### src/rtl/core/gsb_pkg.sv
// ----------------------------------------------------------------------------
// gsb_pkg
// Shared sizes, register codes, datapath operation codes and the
// command/status structs between controller and datapath.
// ----------------------------------------------------------------------------
package gsb_pkg;

    // history ring geometry
    localparam int CAPACITY   = 1024;
    localparam int IDX_W      = $clog2(CAPACITY);
    localparam int CNT_W      = $clog2(CAPACITY + 1);

    // field widths
    localparam int RATE_W     = 16;
    localparam int WGT_W      = 8;
    localparam int LIM_W      = 15;
    localparam int FILL_W     = 11;
    localparam int ENTRY_W    = 3 * RATE_W;

    // running sum holds CAPACITY rates without overflow
    localparam int SUM_W      = IDX_W + RATE_W;

    // shared multiplier and square accumulators
    localparam int OPND_W     = 18;
    localparam int PROD_W     = 2 * OPND_W;
    localparam int ACC_W      = 34;

    // serial divider step counter
    localparam int DIV_CNT_W  = $clog2(SUM_W + 1);

    // configuration port
    localparam int CFG_IDX_W  = 2;
    localparam int CFG_DATA_W = 16;

    localparam logic [CFG_IDX_W-1:0] REG_SMOOTH = 2'd0;
    localparam logic [CFG_IDX_W-1:0] REG_MOTION = 2'd1;
    localparam logic [CFG_IDX_W-1:0] REG_NOISE  = 2'd2;

    localparam logic [WGT_W-1:0] SMOOTH_RST = 8'd102;
    localparam logic [LIM_W-1:0] MOTION_RST = 15'd1787;
    localparam logic [LIM_W-1:0] NOISE_RST  = 15'd72;

    // datapath operations
    localparam int OP_W = 5;
    localparam logic [OP_W-1:0] OP_NONE      = 5'd0;
    localparam logic [OP_W-1:0] OP_LOAD      = 5'd1;
    localparam logic [OP_W-1:0] OP_AVG_RAW   = 5'd2;
    localparam logic [OP_W-1:0] OP_RD_LAST   = 5'd3;
    localparam logic [OP_W-1:0] OP_SM_MUL    = 5'd4;
    localparam logic [OP_W-1:0] OP_SM_ADD    = 5'd5;
    localparam logic [OP_W-1:0] OP_DIV_START = 5'd6;
    localparam logic [OP_W-1:0] OP_MEAN_WR   = 5'd7;
    localparam logic [OP_W-1:0] OP_SQ_MUL    = 5'd8;
    localparam logic [OP_W-1:0] OP_SQ_ACC    = 5'd9;
    localparam logic [OP_W-1:0] OP_CLEAR     = 5'd10;
    localparam logic [OP_W-1:0] OP_RD_OLD    = 5'd11;
    localparam logic [OP_W-1:0] OP_PUSH      = 5'd12;
    localparam logic [OP_W-1:0] OP_BIAS_WR   = 5'd13;
    localparam logic [OP_W-1:0] OP_OUT       = 5'd14;

    // step index: axis, or square/limit step 0..7
    localparam int STEP_W = 3;

    typedef struct packed {
        logic [OP_W-1:0]   op;
        logic [STEP_W-1:0] idx;
    } cmd_t;

    typedef struct packed {
        logic count_zero;
        logic ring_full;
        logic bias_due;
        logic div_busy;
        logic out_free;
    } stat_t;

endpackage

### src/rtl/core/gsb_ctrl.sv
// ----------------------------------------------------------------------------
// gsb_ctrl
// Sequencer for one sample: smoothing, means, squares and limits,
// history update, bias latch and result word.
// ----------------------------------------------------------------------------
module gsb_ctrl (
    input  logic            clk,
    input  logic            rst_n,
    input  logic            in_valid,
    output logic            in_ready,
    input  gsb_pkg::stat_t  stat,
    output gsb_pkg::cmd_t   cmd
);
    import gsb_pkg::*;

    localparam logic [3:0] S_IDLE = 4'd0;
    localparam logic [3:0] S_RAW  = 4'd1;
    localparam logic [3:0] S_RDL  = 4'd2;
    localparam logic [3:0] S_SMM  = 4'd3;
    localparam logic [3:0] S_SMA  = 4'd4;
    localparam logic [3:0] S_DVM  = 4'd5;
    localparam logic [3:0] S_DWM  = 4'd6;
    localparam logic [3:0] S_SQM  = 4'd7;
    localparam logic [3:0] S_SQA  = 4'd8;
    localparam logic [3:0] S_CLR  = 4'd9;
    localparam logic [3:0] S_RDO  = 4'd10;
    localparam logic [3:0] S_PUSH = 4'd11;
    localparam logic [3:0] S_BCHK = 4'd12;
    localparam logic [3:0] S_DVB  = 4'd13;
    localparam logic [3:0] S_DWB  = 4'd14;
    localparam logic [3:0] S_OUT  = 4'd15;

    localparam logic [STEP_W-1:0] AXIS_LAST = 3'd2;
    localparam logic [STEP_W-1:0] SQ_LAST   = 3'd7;

    logic [3:0]        state_reg, state_next;
    logic [STEP_W-1:0] idx_reg, idx_next;

    // next state and command
    always_comb
    begin
        state_next = state_reg;
        idx_next   = idx_reg;
        cmd.op     = OP_NONE;
        cmd.idx    = idx_reg;
        in_ready   = 1'b0;
        unique case (state_reg)
            S_IDLE:
            begin
                in_ready = 1'b1;
                idx_next = '0;
                if (in_valid)
                begin
                    cmd.op     = OP_LOAD;
                    state_next = stat.count_zero ? S_RAW : S_RDL;
                end
            end
            S_RAW:
            begin
                cmd.op     = OP_AVG_RAW;
                state_next = S_SQM;
            end
            S_RDL:
            begin
                cmd.op     = OP_RD_LAST;
                state_next = S_SMM;
            end
            S_SMM:
            begin
                cmd.op     = OP_SM_MUL;
                state_next = S_SMA;
            end
            S_SMA:
            begin
                cmd.op = OP_SM_ADD;
                if (idx_reg == AXIS_LAST)
                begin
                    idx_next   = '0;
                    state_next = S_DVM;
                end
                else
                begin
                    idx_next   = idx_reg + 1'b1;
                    state_next = S_SMM;
                end
            end
            S_DVM:
            begin
                cmd.op     = OP_DIV_START;
                state_next = S_DWM;
            end
            S_DWM:
            begin
                if (!stat.div_busy)
                begin
                    cmd.op = OP_MEAN_WR;
                    if (idx_reg == AXIS_LAST)
                    begin
                        idx_next   = '0;
                        state_next = S_SQM;
                    end
                    else
                    begin
                        idx_next   = idx_reg + 1'b1;
                        state_next = S_DVM;
                    end
                end
            end
            S_SQM:
            begin
                cmd.op     = OP_SQ_MUL;
                state_next = S_SQA;
            end
            S_SQA:
            begin
                cmd.op = OP_SQ_ACC;
                if (idx_reg == SQ_LAST)
                begin
                    idx_next   = '0;
                    state_next = S_CLR;
                end
                else
                begin
                    idx_next   = idx_reg + 1'b1;
                    state_next = S_SQM;
                end
            end
            S_CLR:
            begin
                cmd.op     = OP_CLEAR;
                state_next = S_RDO;
            end
            S_RDO:
            begin
                cmd.op     = OP_RD_OLD;
                state_next = S_PUSH;
            end
            S_PUSH:
            begin
                cmd.op     = OP_PUSH;
                state_next = S_BCHK;
            end
            S_BCHK:
            begin
                idx_next   = '0;
                state_next = stat.bias_due ? S_DVB : S_OUT;
            end
            S_DVB:
            begin
                cmd.op     = OP_DIV_START;
                state_next = S_DWB;
            end
            S_DWB:
            begin
                if (!stat.div_busy)
                begin
                    cmd.op = OP_BIAS_WR;
                    if (idx_reg == AXIS_LAST)
                    begin
                        state_next = S_OUT;
                    end
                    else
                    begin
                        idx_next   = idx_reg + 1'b1;
                        state_next = S_DVB;
                    end
                end
            end
            S_OUT:
            begin
                if (stat.out_free)
                begin
                    cmd.op     = OP_OUT;
                    state_next = S_IDLE;
                end
            end
            default:
            begin
                state_next = S_IDLE;
            end
        endcase
    end

    // state registers
    always_ff @(posedge clk or negedge rst_n)
    begin
        if (!rst_n)
        begin
            state_reg <= S_IDLE;
            idx_reg   <= '0;
        end
        else
        begin
            state_reg <= state_next;
            idx_reg   <= idx_next;
        end
    end

endmodule

### config.mk
export PLATFORM = sky130hd
export DESIGN_NAME = gsb_ctrl
export DESIGN_NICKNAME = d
export VERILOG_FILES = /design/src/rtl/core/gsb_pkg.sv /design/src/rtl/core/gsb_ctrl.sv
export SDC_FILE = /design/constraint.sdc
export NUM_CORES = 1
export LEC_CHECK = 0
export BUFFER_PORTS_ARGS = -buffer_cell sky130_fd_sc_hd__buf_2
export CAP_MARGIN = 10
export CORE_AREA = 2 2 39 41
export CTS_BUF_LIST = sky130_fd_sc_hd__clkbuf_8
export CTS_CLUSTER_DIAMETER = 150
export CTS_CLUSTER_SIZE = 28
export DETAILED_ROUTE_END_ITERATION = 10
export DIE_AREA = 0 0 41 43
export PLACE_DENSITY_LB_ADDON = 0.2
export RECOVER_POWER = 25
export SETUP_SLACK_MARGIN = 0.4
export SLEW_MARGIN = 10
export SYNTH_ARGS = -nofsm -noshare
export SYNTH_HDL_FRONTEND = slang
export SYNTH_SLANG_ARGS = --single-unit
### constraint.sdc
create_clock -name clk -period 3.6 [get_ports clk]
set_input_delay 0.54 -clock clk [delete_from_list [all_inputs] [get_ports clk]]
set_output_delay 0.54 -clock clk [all_outputs]
set_load 0.01 [all_outputs]
==> impl_metrics.py, run 1 <==
metrics = {
    "cts": {
        "cts_setup_buffers": 0,
        "ctsLongestPathBuffers": 2,
        "cts_buffers": 3,
        "cts_resized": 0,
        "clk_pin_slew_ns": 0.04,
        "postCtsHoldBufs": 0,
        "cts_htree_levels": 1,
        "cts_root_buf": "clkbuf_8",
        "cts_sinks": 7,
        "cts_tree": "built",
        "clk_latency_ns": 0.22,
    },
    "power": {
        "leakagePower_uw": 0.000389,
        "cellPowerDensity_nw_per_um2": 961,
        "peakVddDrop_mv": 0.355,
        "total_power_uw": 774,
    },
    "critical_path": {
        "endpoint_kind": "primary output",
        "start_kind": "register",
        "arrival_ns": 1.62,
        "worst-path-max-fanout": 19,
        "r2r_start": "state_reg[1]",
        "cpMaxStageDelayCell": "dfrtp_1",
        "path_class": "register to primary output",
        "max_stage_delay_ns": 0.57,
        "worstPathBufferInverterCount": 1,
        "r2r_slack_ns": 1.99,
        "critical-path-top-delay-family": "flip-flops",
        "ff2ff_path_depth": 4,
        "path_cells": "or3_1, a21oi_1, a211oi_1, buf_2",
        "required_ns": 3.06,
        "r2r_end": "idx_reg[0]",
        "cp-startpoint": "state_reg[2]",
    },
    "layout": {
        "drive_gt1_frac": 0.192,
        "antenna_cells": 0,
        "nNetsFinal": 117,
        "largest_reg_flops": 4,
        "area_delta_synth_final_pct": 12.4,
    },
    "die": {
        "dieWidth_um": 41,
        "ios": 17,
        "die_h_um": 43,
        "core_um2": 1380,
        "die-area_um2": 1760,
        "rows": 14,
        "initial_utilization": 0.518,
    },
    "synthesis": {
        "synth_top_area_frac": 0.244,
        "yosysWarnings": 0,
        "synthTopCellsByCount": "nand2_1, a21oi_1, dfrtp_1, nand2b_1",
        "yosysSeqAreaShare": 0.244,
        "synth_area_per_cell_um2": 7.63,
        "synthTopCellsByArea": "dfrtp_1, ha_1, nand2b_1",
        "synth_fa_ha_area_frac": 0.0698,
        "synth_simple_gate_area_share": 0.305,
        "synth_top_family_by_area": "simple AND/OR/NAND/NOR gates",
        "synth_cell_types": 38,
        "synth-seq-cells": 7,
        "synth_area_um2": 717,
        "synth_edf_count": 0,
        "yosys_most_used_dff": "dfrtp_1",
        "synth_compound_area_frac": 0.269,
        "synthCells": 94,
        "synth_nets": 106,
        "async_flop_share": 1.00,
        "muxShareOfSynthArea": 0.0279,
        "yosysMostFrequentCell": "nand2_1",
        "synth-xor-area-share": 0,
        "yosysTopAreaCell": "dfrtp_1",
    },
    "timing": {
        "max_freq_ghz": 0.462,
        "finalHoldViolCount": 0,
        "fin_crit_sh": 0.601,
        "fin_worst_skew_ns": 0.00404,
        "slew_viol_final": 0,
        "worst_slew_pin_slew_ns": 0.628,
        "fin_tns_setup_ns": 0,
        "period_needed_ns": 2.16,
        "slew_headroom": 0.581,
        "fin_ws_ns": 1.44,
        "rsz0062_at_grt": "false",
        "finalSetupViolations": 0,
    },
    "routing": {
        "drt.antenna.violating_nets": 0,
        "drt_pass1_iterations": 4,
        "first_iter_violations": 17,
        "routed_via_density": 5.84,
        "wl_per_cell_um": 12.7,
        "wl_mm": 1.52,
        "vias": 701,
        "drc": 0,
    },
    "grt": {
        "grt_overflow": 0,
        "grt_use_met2": 0.316,
        "grt_pass1_vias": 611,
        "grtUsageMet3": 0.0576,
        "grt_max_degree": 22,
        "grtUsageMet1": 0.288,
        "antenna_found_initial": 0,
        "grt_pass1_wl_mm": 2.63,
        "globalRoute.busiestLayer": "met2",
        "grtUsageTotal": 0.216,
    },
    "worst_hold_path": {
        "min_path_type": "input pin to asynchronous set/reset pin",
    },
    "place": {
        "gp_congestion": 0.823,
        "dp_hpwl_mm": 1.08,
        "detailedPlace.worstSlack_ns": 1.67,
        "numPortBuffers": 14,
    },
    "outcome": {
        "status": "completed",
    },
    "run": {
        "cap_violations": 0,
    },
}
-- final cells by class --
| class | instances | area, um^2 |
|---|---|---|
| repair buffers | 14 | 68.8 |
| well taps | 16 | 20.0 |
| flip-flops and latches | 7 | 175 |
| clock inverters | 1 | 3.75 |
| inverters | 3 | 11.3 |
| clock buffers | 3 | 41.3 |
| fillers | 133 | 578 |
| multi-input cells | 76 | 485 |
-- how the worst max path moves through the flow --
stage | endpoint | slack (ns) | cells past startpoint
global placement | cmd[3] | 1.68 | 4
finish | cmd[3] | 1.44 | 4
detailed placement | cmd[3] | 1.67 | 4
global route | cmd[3] | 1.33 | 4
floorplan | in_ready | 1.92 | 3
CTS | cmd[3] | 1.43 | 4
-- routing by layer --
metal	wire length, um	vias to the layer above
met3	80	6
li1	-	362
met1	710	308
met4	33	0
met5	0	-
met2	697	25
-- power by group --
part	leakage [uW]	switching, uW	internal (uW)	total [uW]
clock	0.0000269	31.0	73.4	104
sequential	0.0000856	131	116	247
combinational	0.000276	215	207	422
-- cell usage in the layout, fill, tap and decap left out, types with 2 or more instances in the layout --
cell	count
buf_2	13
nand2_1	11
nor2_1	5
dfrtp_1	7
ha_1	4
nand3_1	3
clkbuf_8	3
mux2i_1	2
o21ai_1	6
nand2b_1	7
inv_1	3
nor2b_1	3
nor3_1	2
or3_1	2
a21oi_1	8
o22ai_1	2
-- metrics by stage --
stage               hold slack, ns  std cells  utilization  cell area, um^2
finish                       0.201        120        0.582              806
detailed placement           0.380        116        0.551              762
CTS                          0.141        120        0.583              807
global placement             0.374        116        0.551              762
global route                 0.234        120        0.582              806
floorplan                    0.244         94            -              717
-- cell families after synthesis --
group                      after synthesis
AOI/OAI and AO/OA                       29
buffers and inverters                   11
muxes                                    2
other                                    1
and+or+nand+nor                         40
DFF                                      7
adders and majority gates                4
(Power assumes the default switching activity.)
==> run 2, diff against run 1 <==
--- a/config.mk
+++ b/config.mk
@@ -7,12 +7,12 @@
 export LEC_CHECK = 0
 export BUFFER_PORTS_ARGS = -buffer_cell sky130_fd_sc_hd__buf_2
 export CAP_MARGIN = 10
-export CORE_AREA = 2 2 39 41
+export CORE_MARGIN = 1.5
+export CORE_UTILIZATION = 54
 export CTS_BUF_LIST = sky130_fd_sc_hd__clkbuf_8
 export CTS_CLUSTER_DIAMETER = 150
 export CTS_CLUSTER_SIZE = 28
 export DETAILED_ROUTE_END_ITERATION = 10
-export DIE_AREA = 0 0 41 43
 export PLACE_DENSITY_LB_ADDON = 0.2
 export RECOVER_POWER = 25
 export SETUP_SLACK_MARGIN = 0.4
==> constraint.sdc (replaced) <==
create_clock -name clk -period 2.1 [get_ports clk]
set_input_delay 0.315 -clock clk [delete_from_list [all_inputs] [get_ports clk]]
set_output_delay 0.315 -clock clk [all_outputs]
set_load 0.01 [all_outputs]
==> impl_metrics.py, run 2 (synthesis gave the netlist of run 1 again) <==
metrics = {
    "critical_path": {
        "required_ns": 1.78,
        "endpoint_kind": "primary output",
        "start_kind": "register",
        "worst-path-max-fanout": 7,
        "arrival_ns": 1.44,
        "ff2ff_path_depth": 5,
        "path_class": "register to primary output",
    },
    "layout": {
        "nNetsFinal": 132,
        "n_fill_cell": 79,
        "layout_commonest_cell": "buf_2",
        "antenna_cells": 0,
        "area.sequential_um2": 180,
        "final_util": 0.802,
        "layout_common_cells": "buf_2, buf_4, nand2_1",
        "multi_input_area_um2": 503,
        "drive_gt1_frac": 0.361,
        "fin_cells": 133,
        "largest_reg_flops": 4,
        "area_delta_synth_final_pct": 31.1,
    },
    "die": {
        "core_um2": 1170,
        "die_h_um": 39.4,
        "die-area_um2": 1560,
        "ios": 17,
        "initial_utilization": 0.612,
        "dieWidth_um": 39.4,
        "rows": 12,
    },
    "grt": {
        "grt_pass1_wl_mm": 3.15,
        "grt_overflow": 0,
        "antenna_found_initial": 0,
        "grt_pass1_vias": 702,
        "grt_max_degree": 13,
        "grtUsageTotal": 0.314,
    },
    "worst_hold_path": {
        "hold_depth": 2,
        "min_path_type": "input pin to register",
    },
    "power": {
        "leakagePower_uw": 0.000457,
        "cellPowerDensity_nw_per_um2": 1800,
        "peakVddDrop_mv": 1.19,
        "total_power_uw": 1690,
    },
    "cts": {
        "cts_tree": "built",
        "cts_root_buf": "clkbuf_8",
        "cts_buffers": 3,
        "cts_sinks": 7,
        "clk_pin_slew_ns": 0.05,
        "ctsLongestPathBuffers": 2,
        "cts_htree_levels": 1,
        "clk_latency_ns": 0.24,
    },
    "timing": {
        "finalHoldViolCount": 0,
        "fin_tns_setup_ns": 0,
        "fin_ws_ns": 0.344,
        "max_freq_ghz": 0.570,
        "finalSetupViolations": 0,
        "fin_worst_skew_ns": 0.00279,
        "rsz0062_at_grt": "true",
        "fin_crit_sh": 0.836,
        "slew_viol_final": 0,
        "period_needed_ns": 1.76,
    },
    "place": {
        "dp_hpwl_mm": 1.19,
        "gp_congestion": 0.841,
        "detailedPlace.worstSlack_ns": 0.465,
        "placed_cells": 115,
        "numPortBuffers": 14,
    },
    "routing": {
        "routed_via_density": 6.35,
        "drt.antenna.violating_nets": 0,
        "wl_per_cell_um": 18.1,
        "drt_pass1_iterations": 4,
        "vias": 845,
        "wl_mm": 2.41,
        "drc": 0,
        "first_iter_violations": 69,
    },
    "run": {
        "cap_violations": 0,
    },
    "outcome": {
        "status": "completed",
    },
}
run 2: cell types whose count changed in the layout (fill, tap and decap cells not counted), sizes merged:
cell | previous run | this run
buf | 13 | 27
clkinv | 0 | 1
dlygate4sd3 | 0 | 1
inv | 4 | 3
run 2: per-stage QoR:
step	hold slack [ns]	area (um^2)
floorplan	0.0194	717
global placement	0.146	767
detailed placement	0.152	767
CTS	0.319	886
global route	0.347	940
finish	0.348	940
run 2: what timing repair did:
action,4_1_cts,5_1_grt
gates resized for setup,4,5
endpoints found under the hold margin,7,0
endpoints found under the setup margin,5,5
buffers inserted,8,5
pin swaps,0,2
hold buffers,1,0
run 2: worst paths after layout:
| kind | start | end | slack (ns) |
|---|---|---|---|
| max | state_reg[2] | cmd[3] | 0.34 |
| min | stat[0] | state_reg[0] | 0.35 |
| max reg2reg | idx_reg[0] | state_reg[1] | 0.47 |
| min reg2reg | idx_reg[0] | idx_reg[0] | 0.57 |
| max in group asynchronous | rst_n | state_reg[3] | 1.29 |
| min in group asynchronous | rst_n | state_reg[1] | 0.51 |
run 2: layout make-up:
type                    count  share of cell area
inverters                   3              0.0120
clock inverters             1             0.00533
multi-input cells          76               0.535
well taps                  14              0.0186
clock buffers               3              0.0439
repair buffers             29               0.193
flip-flops and latches      7               0.192
run 2: routing by layer:
| metal | part of all wire | global-route usage |
|---|---|---|
| met1 | 0.43 | 0.400 |
| met2 | 0.46 | 0.484 |
| met3 | 0.085 | 0.0795 |
| met4 | 0.021 | 0.155 |
| met5 | 0 | 0 |
run 2: power by group:
part           switching (uW)  total, uW  internal [uW]  leakage, uW
Clock                    77.5        207            130    0.0000255
Combinational             615       1140            526     0.000350
Sequential                130        340            210    0.0000816
run 2: critical path, stage by stage (launching register included):
cell and delay, ns:
dfrtp_2 0.45, or3_1 0.41, a21oi_2 0.15, a211oi_2 0.05
buf_2 0.14
